`config.mk`:
```
export PLATFORM = sky130hd
export DESIGN_NAME = i2c_scl_divisor_search
export DESIGN_NICKNAME = d
export VERILOG_FILES = /design/src/hdl/i2csd_pkg.sv /design/src/hdl/i2csd_div.sv /design/src/hdl/i2csd_ctl.sv /design/src/hdl/i2c_scl_divisor_search.sv
export SDC_FILE = /design/constraint.sdc
export NUM_CORES = 1
export LEC_CHECK = 0
export BUFFER_PORTS_ARGS = -buffer_cell sky130_fd_sc_hd__buf_2
export CORE_ASPECT_RATIO = 1.5
export CORE_MARGIN = 1
export CORE_UTILIZATION = 55
export DETAILED_ROUTE_END_ITERATION = 12
export PLACE_DENSITY = 0.72
export SETUP_SLACK_MARGIN = 0.4
export SYNTH_ARGS = -nofsm -noshare
export SYNTH_HDL_FRONTEND = slang
export SYNTH_SLANG_ARGS = --single-unit
```
`constraint.sdc`:
```
create_clock -name i_clk -period 7.2 [get_ports i_clk]
set_input_delay 0.72 -clock i_clk [delete_from_list [all_inputs] [get_ports i_clk]]
set_output_delay 0.72 -clock i_clk [all_outputs]
set_load 0.05 [all_outputs]
```
`src/hdl/i2csd_pkg.sv`:
```
// ----------------------------------------------------------------------------
// I2C SCL divisor search: shared package
// Field widths, fixed constants and the structs that pass between the
// sequencer, the serial divider and the top level.
// ----------------------------------------------------------------------------
package i2csd_pkg;

    localparam int REQ_W  = 20;  // requested rate
    localparam int CTRL_W = 32;  // control word
    localparam int DIV_W  = 32;  // divider dividend and quotient
    localparam int DEN_W  = 25;  // divider divisor, holds 22 * 1000000
    localparam int RATE_W = 28;  // any quotient of the clock by 22 or more

    localparam logic [31:0] CLK_HZ_RESET = 32'd111111111;

    typedef struct packed {
        logic              pending;
        logic [CTRL_W-1:0] ctrl;
        logic [REQ_W-1:0]  req;
    } t_item;

    typedef struct packed {
        logic              status;
        logic [5:0]        div_b;
        logic [1:0]        div_a;
        logic [CTRL_W-1:0] new_control;
    } t_result;

    typedef struct packed {
        logic             start;
        logic [DIV_W-1:0] dividend;
        logic [DEN_W-1:0] divisor;
    } t_div_req;

    typedef struct packed {
        logic             done;
        logic [DIV_W-1:0] quot;
        logic [DEN_W-1:0] rem;
    } t_div_rsp;

endpackage

```
`src/hdl/i2csd_div.sv`:
```
// ----------------------------------------------------------------------------
// I2C SCL divisor search: serial divider
// Restoring divider, one quotient bit per cycle. A start loads the operands;
// done pulses for one cycle when quotient and remainder are ready and they
// hold until the next start.
// ----------------------------------------------------------------------------
module i2csd_div (
    input  logic                i_clk,
    input  logic                i_rst_n,
    input  i2csd_pkg::t_div_req i_req,
    output i2csd_pkg::t_div_rsp o_rsp
);

    localparam int CNT_W = $clog2(i2csd_pkg::DIV_W + 1);

    logic                        r_busy;
    logic                        r_done;
    logic [CNT_W-1:0]            r_cnt;
    logic [i2csd_pkg::DEN_W-1:0] r_rem;
    logic [i2csd_pkg::DIV_W-1:0] r_quo;
    logic [i2csd_pkg::DEN_W-1:0] r_den;

    logic [i2csd_pkg::DEN_W:0]   n_shift;
    logic                        n_bit;
    logic [i2csd_pkg::DEN_W-1:0] n_rem;

    always_comb begin
        n_shift = {r_rem, r_quo[i2csd_pkg::DIV_W-1]};
        n_bit   = (n_shift >= {1'b0, r_den});
        if (n_bit) begin
            n_rem = i2csd_pkg::DEN_W'(n_shift - {1'b0, r_den});
        end else begin
            n_rem = i2csd_pkg::DEN_W'(n_shift);
        end
    end

    always_ff @(posedge i_clk) begin
        if (!i_rst_n) begin
            r_busy <= 1'b0;
            r_done <= 1'b0;
            r_cnt  <= '0;
        end else begin
            r_done <= 1'b0;
            if (i_req.start) begin
                r_busy <= 1'b1;
                r_cnt  <= CNT_W'(i2csd_pkg::DIV_W);
            end else if (r_busy) begin
                r_cnt <= r_cnt - CNT_W'(1);
                if (r_cnt == CNT_W'(1)) begin
                    r_busy <= 1'b0;
                    r_done <= 1'b1;
                end
            end
        end
    end

    always_ff @(posedge i_clk) begin
        if (i_req.start) begin
            r_rem <= '0;
            r_quo <= i_req.dividend;
            r_den <= i_req.divisor;
        end else if (r_busy) begin
            r_rem <= n_rem;
            r_quo <= {r_quo[i2csd_pkg::DIV_W-2:0], n_bit};
        end
    end

    assign o_rsp.done = r_done;
    assign o_rsp.quot = r_quo;
    assign o_rsp.rem  = r_rem;

endmodule

```
`src/hdl/i2csd_ctl.sv`:
```
// ----------------------------------------------------------------------------
// I2C SCL divisor search: sequencer
// Clamps the request, forms the base product, then walks divisor B for one
// or two base products, issuing every division to the shared divider and
// keeping the pair with the least rate error.
// ----------------------------------------------------------------------------
module i2csd_ctl #(
    parameter int DIVB_STEPS = 64,
    parameter int DIVA_LIMIT = 3
) (
    input  logic                i_clk,
    input  logic                i_rst_n,
    input  logic                i_start,
    input  i2csd_pkg::t_item    i_item,
    input  logic [31:0]         i_clk_hz,
    output logic                o_idle,
    output logic                o_res_valid,
    output i2csd_pkg::t_result  o_res,
    input  logic                i_res_ack,
    output i2csd_pkg::t_div_req o_div_req,
    input  i2csd_pkg::t_div_rsp i_div_rsp
);

    localparam int BW = $clog2(DIVB_STEPS);
    localparam int AW = $clog2(DIVA_LIMIT + 1);
    localparam int MW = AW + BW + 2;

    localparam logic [i2csd_pkg::REQ_W-1:0] REQ_MAX  = 20'd1000000;
    localparam logic [i2csd_pkg::REQ_W-1:0] FAST_CAP = 20'd384600;
    localparam logic [i2csd_pkg::REQ_W-1:0] STD_LOW  = 20'd90000;
    localparam logic [i2csd_pkg::REQ_W-1:0] STD_HIGH = 20'd100000;
    localparam logic [31:0] CTRL_KEEP_MASK = 32'hFFFF00FF;
    localparam int DIVA_POS = 14;
    localparam int DIVB_POS = 8;

    typedef enum logic [3:0] {
        S_IDLE, S_PROD_ST, S_PROD_WT, S_REM_ST, S_REM_WT,
        S_A_ST, S_A_WT, S_R_ST, S_R_WT, S_NEXT, S_DONE
    } t_state;

    t_state                           r_state;
    logic [i2csd_pkg::CTRL_W-1:0]     r_ctrl;
    logic [i2csd_pkg::REQ_W-1:0]      r_req;
    logic [i2csd_pkg::REQ_W-1:0]      r_rc;
    logic [i2csd_pkg::RATE_W-1:0]     r_p;
    logic                             r_two;
    logic                             r_second;
    logic [BW-1:0]                    r_b;
    logic [AW-1:0]                    r_a;
    logic [i2csd_pkg::RATE_W-1:0]     r_err;
    logic [AW-1:0]                    r_best_a;
    logic [BW-1:0]                    r_best_b;
    i2csd_pkg::t_result               r_res;

    logic [i2csd_pkg::REQ_W-1:0]      n_req;
    logic [i2csd_pkg::REQ_W-1:0]      n_rc;
    logic [BW:0]                      n_bp1;
    logic [MW-1:0]                    n_ab;
    logic [i2csd_pkg::RATE_W-1:0]     n_rate;
    logic [i2csd_pkg::RATE_W-1:0]     n_rc_ext;
    logic [i2csd_pkg::RATE_W-1:0]     n_err;

    // 22 * x as shifts and adds.
    function automatic logic [i2csd_pkg::DEN_W-1:0] times_scl(
        input logic [i2csd_pkg::REQ_W-1:0] x
    );
        logic [i2csd_pkg::DEN_W-1:0] w;
        w = i2csd_pkg::DEN_W'(x);
        return (w << 4) + (w << 2) + (w << 1);
    endfunction

    always_comb begin
        n_req = i_item.req;
        if (i_item.req == '0) begin
            n_req = i2csd_pkg::REQ_W'(1);
        end else if (i_item.req > REQ_MAX) begin
            n_req = REQ_MAX;
        end
        n_rc = n_req;
        if (n_req > FAST_CAP) begin
            n_rc = FAST_CAP;
        end else if (n_req > STD_LOW && n_req <= STD_HIGH) begin
            n_rc = STD_LOW;
        end
    end

    always_comb begin
        n_bp1    = {1'b0, r_b} + (BW + 1)'(1);
        n_ab     = MW'(({1'b0, r_a} + (AW + 1)'(1))) * MW'(n_bp1);
        n_rate   = i_div_rsp.quot[i2csd_pkg::RATE_W-1:0];
        n_rc_ext = i2csd_pkg::RATE_W'(r_rc);
        if (n_rate > n_rc_ext) begin
            n_err = n_rate - n_rc_ext;
        end else begin
            n_err = n_rc_ext - n_rate;
        end
    end

    always_comb begin
        o_div_req.start    = 1'b0;
        o_div_req.dividend = i_clk_hz;
        o_div_req.divisor  = times_scl(r_req);
        case (r_state)
            S_PROD_ST: begin
                o_div_req.start = 1'b1;
            end
            S_REM_ST: begin
                o_div_req.start   = 1'b1;
                o_div_req.divisor = times_scl(r_rc);
            end
            S_A_ST: begin
                o_div_req.start    = 1'b1;
                o_div_req.dividend = i2csd_pkg::DIV_W'(r_p);
                o_div_req.divisor  = i2csd_pkg::DEN_W'(n_bp1);
            end
            S_R_ST: begin
                o_div_req.start   = 1'b1;
                o_div_req.divisor = times_scl(i2csd_pkg::REQ_W'(n_ab));
            end
            default: begin
                o_div_req.start = 1'b0;
            end
        endcase
    end

    always_ff @(posedge i_clk) begin
        if (!i_rst_n) begin
            r_state <= S_IDLE;
        end else begin
            case (r_state)
                S_IDLE: begin
                    if (i_start) begin
                        r_ctrl <= i_item.ctrl;
                        r_req  <= n_req;
                        r_rc   <= n_rc;
                        if (i_item.pending) begin
                            r_res.new_control <= i_item.ctrl;
                            r_res.div_a       <= '0;
                            r_res.div_b       <= '0;
                            r_res.status      <= 1'b1;
                            r_state           <= S_DONE;
                        end else begin
                            r_state <= S_PROD_ST;
                        end
                    end
                end
                S_PROD_ST: r_state <= S_PROD_WT;
                S_PROD_WT: begin
                    if (i_div_rsp.done) begin
                        r_p     <= i_div_rsp.quot[i2csd_pkg::RATE_W-1:0];
                        r_state <= S_REM_ST;
                    end
                end
                S_REM_ST: r_state <= S_REM_WT;
                S_REM_WT: begin
                    if (i_div_rsp.done) begin
                        r_two    <= (i_div_rsp.rem != '0);
                        r_second <= 1'b0;
                        r_b      <= '0;
                        r_err    <= i2csd_pkg::RATE_W'(r_rc);
                        r_best_a <= '0;
                        r_best_b <= '0;
                        r_state  <= S_A_ST;
                    end
                end
                S_A_ST: r_state <= S_A_WT;
                S_A_WT: begin
                    if (i_div_rsp.done) begin
                        // Divisor A would exceed its field: skip this B.
                        if (i_div_rsp.quot > i2csd_pkg::DIV_W'(DIVA_LIMIT + 1)) begin
                            r_state <= S_NEXT;
                        end else begin
                            if (i_div_rsp.quot == '0) begin
                                r_a <= '0;
                            end else begin
                                r_a <= AW'(i_div_rsp.quot - i2csd_pkg::DIV_W'(1));
                            end
                            r_state <= S_R_ST;
                        end
                    end
                end
                S_R_ST: r_state <= S_R_WT;
                S_R_WT: begin
                    if (i_div_rsp.done) begin
                        if (n_err < r_err) begin
                            r_err    <= n_err;
                            r_best_a <= r_a;
                            r_best_b <= r_b;
                        end
                        r_state <= S_NEXT;
                    end
                end
                S_NEXT: begin
                    if (r_b == BW'(DIVB_STEPS - 1)) begin
                        if (r_two && !r_second) begin
                            r_second <= 1'b1;
                            r_p      <= r_p + i2csd_pkg::RATE_W'(1);
                            r_b      <= '0;
                            r_state  <= S_A_ST;
                        end else begin
                            r_res.new_control <= (r_ctrl & CTRL_KEEP_MASK)
                                | (32'(r_best_a) << DIVA_POS)
                                | (32'(r_best_b) << DIVB_POS);
                            r_res.div_a       <= 2'(r_best_a);
                            r_res.div_b       <= 6'(r_best_b);
                            r_res.status      <= 1'b0;
                            r_state           <= S_DONE;
                        end
                    end else begin
                        r_b     <= r_b + BW'(1);
                        r_state <= S_A_ST;
                    end
                end
                S_DONE: begin
                    if (i_res_ack) begin
                        r_state <= S_IDLE;
                    end
                end
                default: r_state <= S_IDLE;
            endcase
        end
    end

    assign o_idle      = (r_state == S_IDLE);
    assign o_res_valid = (r_state == S_DONE);
    assign o_res       = r_res;

endmodule

```
`src/hdl/i2c_scl_divisor_search.sv`:
```
// ----------------------------------------------------------------------------
// I2C SCL divisor search: top level
// Picks divisors A and B of an I2C controller for a requested SCL rate and
// merges them into the control word.
// ----------------------------------------------------------------------------
// One request is worked at a time; s_axis_tready is high only while the
// sequencer is idle. Every division goes through one shared divider. A
// request does two set-up divisions, then for each of one or two base
// products one division per divisor B and a second one for each B whose
// divisor A fits. A request with transfer_pending set skips the divisions.
// A finished result waits in the output register, and the next request is
// taken while it waits.
module i2c_scl_divisor_search #(
    parameter int DIVB_STEPS = 64,
    parameter int DIVA_LIMIT = 3
) (
    input  logic        i_clk,
    input  logic        i_rst_n,
    // Configuration: input_clock_hz.
    input  logic        i_cfg_valid,
    output logic        o_cfg_ready,
    input  logic [31:0] i_cfg_data,
    // Bits from 0 up: requested_hz[19:0], current_control[51:20],
    // transfer_pending[52], zero pad[55:53].
    input  logic        s_axis_tvalid,
    output logic        s_axis_tready,
    input  logic [55:0] s_axis_tdata,
    // Bits from 0 up: new_control[31:0], div_a[33:32], div_b[39:34],
    // status[40], zero pad[47:41].
    output logic        m_axis_tvalid,
    input  logic        m_axis_tready,
    output logic [47:0] m_axis_tdata
);

    logic [31:0]         r_clk_hz;
    logic                r_m_valid;
    i2csd_pkg::t_result  r_m_res;

    i2csd_pkg::t_item    n_item;
    i2csd_pkg::t_result  n_res;
    i2csd_pkg::t_div_req n_div_req;
    i2csd_pkg::t_div_rsp n_div_rsp;
    logic                n_idle;
    logic                n_res_valid;
    logic                n_load;
    logic                n_accept;

    assign n_item.req     = s_axis_tdata[19:0];
    assign n_item.ctrl    = s_axis_tdata[51:20];
    assign n_item.pending = s_axis_tdata[52];

    assign s_axis_tready = n_idle;
    assign n_accept      = s_axis_tvalid & n_idle;
    assign o_cfg_ready   = 1'b1;

    // The output register takes a result whenever it is empty or being drained.
    assign n_load = n_res_valid & (~r_m_valid | m_axis_tready);

    always_ff @(posedge i_clk) begin
        if (!i_rst_n) begin
            r_clk_hz  <= i2csd_pkg::CLK_HZ_RESET;
            r_m_valid <= 1'b0;
        end else begin
            if (i_cfg_valid) begin
                r_clk_hz <= i_cfg_data;
            end
            if (n_load) begin
                r_m_valid <= 1'b1;
            end else if (m_axis_tready) begin
                r_m_valid <= 1'b0;
            end
        end
    end

    always_ff @(posedge i_clk) begin
        if (n_load) begin
            r_m_res <= n_res;
        end
    end

    assign m_axis_tvalid = r_m_valid;
    assign m_axis_tdata  = {7'b0, r_m_res.status, r_m_res.div_b,
                            r_m_res.div_a, r_m_res.new_control};

    i2csd_div u_div (
        .i_clk   (i_clk),
        .i_rst_n (i_rst_n),
        .i_req   (n_div_req),
        .o_rsp   (n_div_rsp)
    );

    i2csd_ctl #(
        .DIVB_STEPS (DIVB_STEPS),
        .DIVA_LIMIT (DIVA_LIMIT)
    ) u_ctl (
        .i_clk       (i_clk),
        .i_rst_n     (i_rst_n),
        .i_start     (n_accept),
        .i_item      (n_item),
        .i_clk_hz    (r_clk_hz),
        .o_idle      (n_idle),
        .o_res_valid (n_res_valid),
        .o_res       (n_res),
        .i_res_ack   (n_load),
        .o_div_req   (n_div_req),
        .i_div_rsp   (n_div_rsp)
    );

endmodule

```
After elaboration in Yosys (flattened, before gate mapping)
Cells that the tools add are included.
{"block": "totals", "latch_bits": 0, "mem_bits_rw": 0, "ff_bits": 355, "romBits": 0, "memories": 0, "out_inout_bits": 51, "word_cells": 170}
{"block": "op_classes", "shift": 0, "reduce_logical": 26, "magnitude_cmp": 8, "n_div": 0, "eq_ne": 24, "n_bitwise": 9, "n_mul": 1, "n_addsub": 15, "muxes": 57}
{"operator": "two-way mux 28 bit", "n": 7}
{"operator": "two-way mux 41 bit", "n": 4}
{"operator": "case mux 28 bit (2 select lines)", "n": 2}
{"operator": "two-way mux 32 bit", "n": 3}
{"operator": "case mux 41 bit (2 select lines)", "n": 1}
{"operator": "case mux 25 bit (3 select lines)", "n": 1}
{"operator": "adder 24 x 22 -> 25 bit", "n": 2}
{"operator": "adder 25 x 21 -> 25 bit", "n": 2}
{"operator": "case mux 4 bit (11 select lines)", "n": 1}
{"operator": "two-way mux 6 bit", "n": 7}
{"operator": "two-way mux 20 bit", "n": 2}
{"operator": "two-way mux 4 bit", "n": 10}
{"operator": "> comparator 32 x 3 -> 1 bit, second input constant", "n": 1}
{"operator": "zero test 32 bit", "n": 1}
{"operator": "bitwise OR 32 x 14 -> 32 bit", "n": 1}
{"operator": "bitwise OR 32 x 16 -> 32 bit", "n": 1}
{"operator": "adder 28 x 1 -> 28 bit, second input constant", "n": 1}
{"operator": "> comparator 28 x 20 -> 1 bit", "n": 1}
{"operator": "less-than comparator 28 bit", "n": 1}
{"operator": "subtractor 20 x 28 -> 28 bit", "n": 1}
{"operator": "subtractor 28 x 20 -> 28 bit", "n": 1}
{"operator": ">= comparator 26 x 25 -> 1 bit", "n": 1}
{"operator": "adder 25 x 11 -> 25 bit", "n": 1}
{"operator": "two-way mux 25 bit", "n": 1}
{"operator": "other kinds (43)", "n": 86}

Logic depth before layout (Yosys ltp)
{"block": "depth", "word_depth": 6, "ltp_mapped": 24, "mapped_depth_nobuf": 24}

Modules after synthesis
From an unflattened synthesis, not the netlist that was laid out.
{"block": "unflattened", "cells_unflattened": 2398, "hier_area_um2": 23302.3}
{"module": "i2csd_ctl", "instances": 1, "cells_each": 1762, "area_per_inst_um2": 15780.1, "seq_area_each_um2": 5455.2}
{"module": "i2csd_div", "instances": 1, "cells_each": 477, "area_per_inst_um2": 4986.0, "seq_area_each_um2": 2372.3}
{"module": "i2c_scl_divisor_search", "instances": 1, "cells_each": 159, "area_per_inst_um2": 2536.2, "seq_area_each_um2": 1891.8}

Worst setup path after synthesis
No wires, ideal clock.
{"block": "synth_path", "path_type": "reg2reg", "start": "register u_div.r_quo[0] in the netlist's numbering", "end": "register u_ctl.r_best_a[0], enable pin", "period_less_slack_ns": 6.765, "arrival_time_ns": 6.291, "path_stages_with_launch": 23, "path_slack_ns": 0.435, "path_buffers": 2, "required_time_ns": 6.726, "cell_sequence": "edfxtp_1 -> inv_1 -> ha_1 -> inv_1 -> fa_1 -> a211oi_1 -> o211ai_1 -> a32o_1 -> nor2_1 -> a21o_4 -> buf_6 -> buf_4 -> mux2_2 -> ha_1 -> a21boi_0 -> o21a_1 -> o21ai_0 -> a21oi_1 -> o21ai_0 -> a21oi_1 -> o21ai_0 -> a21oi_1 -> nor3_1"}
{"block": "synth_via", "elab_chain_len": 5, "elab_cells_between_ends": 7, "classes_between": "2 x add/sub; 2 x order compare; 1 x eq/ne; 1 x mux; 1 x reduce/logical"}
{"element": "from (decl)", "line_no": "i2csd_div.sv:20", "rtl": "logic [i2csd_pkg::DIV_W-1:0] r_quo;"}
{"element": "from (signal assigned)", "line_no": "i2csd_div.sv:60", "rtl": "r_quo <= i_req.dividend;"}
{"element": "from (signal assigned)", "line_no": "i2csd_div.sv:64", "rtl": "r_quo <= {r_quo[i2csd_pkg::DIV_W-2:0], n_bit};"}
{"element": "subtractor 20 x 28 -> 28 bit, or another cell as far along", "line_no": "i2csd_ctl.sv:95", "rtl": "n_err = n_rc_ext - n_rate;"}
{"element": "two-way mux 28 bit *", "line_no": "i2csd_ctl.sv:92", "rtl": "if (n_rate > n_rc_ext) begin"}
{"element": "less-than comparator 28 bit *", "line_no": "i2csd_ctl.sv:185", "rtl": "if (n_err < r_err) begin"}
{"element": "inequality test 2 x 1 -> 1 bit (no source line) *"}
{"element": "AND reduction 5 bit (no source line) *"}
{"element": "to (signal assigned)", "line_no": "i2csd_ctl.sv:187", "rtl": "r_best_a <= r_a;"}
{"element": "to (decl)", "line_no": "i2csd_ctl.sv:51", "rtl": "logic [AW-1:0] r_best_a;"}
Every way passes the cells marked *; elsewhere a longest branch is shown, timed or not.
A chain may end at the register's enable or synchronous reset.

==> flow_summary.json <==
{
  "drc": 0,
  "dr.pass1.iters": 7,
  "portBuffers": 132,
  "io_pins": 144,
  "clk_pin_slew_ns": 0.06,
  "async_flop_share_pct": 0,
  "yosys_warnings": 0,
  "track_usage_pct": 26.6,
  "synth_cell_types": 82,
  "combPwrFrac_pct": 48.7,
  "worst_pin_slew_ns": 0.993,
  "setup_viol_count_final": 0,
  "cp.required_ns": 7.47,
  "cts_resized": 0,
  "slew_headroom_pct": 33.8,
  "ant_nets": 0,
  "synth_seq_area_share_pct": 42.3,
  "htree_levels": 2,
  "startpoint_type": "flip-flop",
  "slowest_stage": "a2111oi_2",
  "clkPwrFrac_pct": 18.9,
  "finalCriticalPeriod_ns": 6.08,
  "synth_compound_area_share_pct": 14.9,
  "synthTopCellsByCount": "edfxtp_1 (277), nand2_1 (264), o21ai_0 (181)",
  "synth_top_area_share_pct": 36.2,
  "swShare_pct": 41.5,
  "synth_xor_area_share_pct": 4.80,
  "p_leak_nw": 10.3,
  "p_per_area_mw_per_mm2": 376,
  "syn_area_mm2": 0.0230,
  "synthTopCellsByArea": "edfxtp_1 (36%), ha_1 (9.3%), dfxtp_1 (6.1%)",
  "gp_congestion": 0.951,
  "vdd_drop_max_mv": 0.263,
  "grt_setup_unrepaired": "no",
  "clock-root-buffer": "clkbuf_16",
  "internal-power_w": 0.00555,
  "place_hpwl_um": 43600,
  "path_buf_inv": 3,
  "hold_buffers": 0,
  "worstSetupStartpoint": "u_ctl.r_b[0]",
  "cp_max_fo": 9,
  "syn-instance-count": 2333,
  "clk_latency_ns": 0.54,
  "first_global_vias": 17800,
  "hold_path.startpoint": "s_axis_tdata[43]",
  "die_h_um": 252,
  "slew_viol_final": 0,
  "vias_per_cell": 5.86,
  "synthFlopType": "edfxtp_1",
  "num_antenna_cells": 0,
  "cts_sinks": 347,
  "synth_top_family_by_area": "simple AND/OR/NAND/NOR gates",
  "num_vias": 17600,
  "synth-adder-area-share_pct": 13.3,
  "clk_path_buf_depth": 3,
  "ys_ff_latch": 347,
  "nFillCells": 3498,
  "synth_edf_count": 277,
  "path_delay_family": "adder cells",
  "drtIter0Drc": 1120,
  "min_period_over_period_pct": 84.5,
  "cts_inserted_buffers": 35,
  "tns_ns": 0,
  "core_mm2": 0.0412,
  "cp-end-kind": "flip-flop",
  "wl_um": 57100,
  "initial_utilization_pct": 55.8,
  "slowest_delay_ns": 0.67,
  "synth.most_common_cell": "edfxtp_1",
  "max_freq_mhz": 164,
  "hp-class": "primary input to flip-flop",
  "wl_per_cell_um": 18.9,
  "crit_top_cell": "ha_1",
  "synthMuxAreaShare_pct": 4.62,
  "grt_remaining_overflow": 0,
  "synthSimpleGateAreaFrac_pct": 15.5,
  "dieArea_mm2": 0.0426,
  "r2r-start": "u_ctl.r_b[0]",
  "power_frac_seq_pct": 32.4,
  "ff_latch_area_mm2": 0.00972,
  "syn_area_per_cell_um2": 9.85,
  "area_growth_pct": 9.78,
  "maxCapViolations": 0,
  "dr_wl_met3_um": 1920,
  "cts_tree": "yes",
  "multi_input_area_mm2": 0.0123,
  "dr.max_layer_used": "met4",
  "utilization_pct": 61.2,
  "num_rows": 91,
  "post_cts_buffers": 0,
  "skew_ns": 0.0208,
  "p_sw_w": 0.00394,
  "wirelength_met1_um": 21400,
  "wl_met2_um": 30800,
  "yosysTopAreaCell": "edfxtp_1",
  "finalHoldViolations": 0,
  "status": "complete, no violations",
  "die_w_um": 169,
  "grt_pass1_wl_um": 89500,
  "cp_cell_sequence": "ha_1, xor2_1, nand2b_1, fa_1, inv_1, ha_1, inv_1, fa_1, nor2b_1, o21ai_0, a21oi_1, mux2_1, a2111oi_2, inv_1, ha_1, xnor2_1, ha_1, o21ai_0, a21oi_1, o21ai_0, xnor2_1, a21oi_1, a221oi_1",
  "worstSetupPathType": "flip-flop to flip-flop",
  "drive_gt1_share_pct": 10.4,
  "fin_nets": 2739,
  "grt_max_degree": 88,
  "antenna_found_initial": 0,
  "worstPathArrival_ns": 6.35
}
[area by class of cell]
cell class / instances / area share [%]
clock buffer: 48 / 3.80
inverter: 148 / 2.20
multi-input combinational: 1743 / 48.9
sequential: 347 / 38.5
clock inverter: 15 / 0.590
timing repair buffer: 154 / 3.27
tap: 558 / 2.77
[cells by family after synthesis]
kind of cell,Yosys count
other,2
DFF,347
adders and majority gates,217
buffers and inverters,250
and+or+nand+nor,735
AOI/OAI and AO/OA,552
muxes,104
xor gates and xnor gates,126
[path summary, 6_finish.rpt]
kind                            slack, ns  cells after the start          endpoint
worst min register to register       0.42                      0   m_axis_tdata[7]
worst max register to register       1.12                     23   u_div.r_den[12]
worst min-delay path                 0.37                      1  u_ctl.r_ctrl[23]
worst max-delay path                 1.12                     23   u_div.r_den[12]
[routing by layer]
metal  global-route usage [%]  vias up
met4                     14.3        0
li1                         -     8570
met3                     1.99      140
met2                     51.5      483
met5                        0        -
met1                     28.3     8455
[registers in the layout (all words and copies together) (netlist names), 20 cells and up]
signal,count
u_div.r_rem,25
u_ctl.o_res,41
u_div.r_den,25
u_ctl.r_req,20
u_ctl.r_ctrl,24
r_clk_hz,32
u_div.r_quo,32
m_axis_tdata,41
u_ctl.r_rc,20
u_ctl.r_err,28
u_ctl.r_p,28
[power by group through the flow]
stage | clock (W) | combinational [W] | sequential (W)
global placement | 0 | 0.00443 | 0.00310
finish | 0.00179 | 0.00462 | 0.00308
detailed placement | 0 | 0.00456 | 0.00312
global route | 0.00188 | 0.00511 | 0.00312
CTS | 0.00182 | 0.00459 | 0.00307
floorplan | 0 | 0.00346 | 0.00303
[placed cells by master (no fill, tap or decap), types with 7 or more instances in the layout]
cell,instances
edfxtp_1,277
nand2_1,264
o21ai_0,181
ha_1,170
inv_1,147
a21oi_1,142
nor2_1,133
buf_2,132
mux2i_1,88
xnor2_1,77
dfxtp_1,70
xor2_1,49
a21o_1,47
fa_1,47
nor3_1,44
nand3_1,44
nor2b_1,39
nand2b_1,37
and2_1,36
clkbuf_16,35
nand4_1,28
and3_1,28
buf_4,22
o21a_1,20
a211oi_1,19
nor4_1,18
a31oi_1,16
or3_1,15
mux2_2,15
o21bai_1,13
o22ai_1,11
o31ai_1,10
or2_2,10
a21boi_0,10
conb_1,9
clkbuf_1,9
a32oi_1,8
o211ai_1,7
a22oi_1,7
nor3b_1,7
[through the flow]
| stage | power [W] | setup WS [ns] | hold WS [ns] | cells | instance area, µm² |
|---|---|---|---|---|---|
| floorplan | 0.00649 | 0.435 | 0.400 | 2340 | 23000 |
| global placement | 0.00753 | 1.27 | 0.402 | 2950 | 24100 |
| detailed placement | 0.00768 | 1.19 | 0.405 | 2950 | 24100 |
| CTS | 0.00949 | 1.17 | 0.348 | 3013 | 25200 |
| global route | 0.0101 | 0.666 | 0.361 | 3013 | 25200 |
| finish | 0.00949 | 1.12 | 0.367 | 3013 | 25200 |
(Power assumes the default switching activity.)
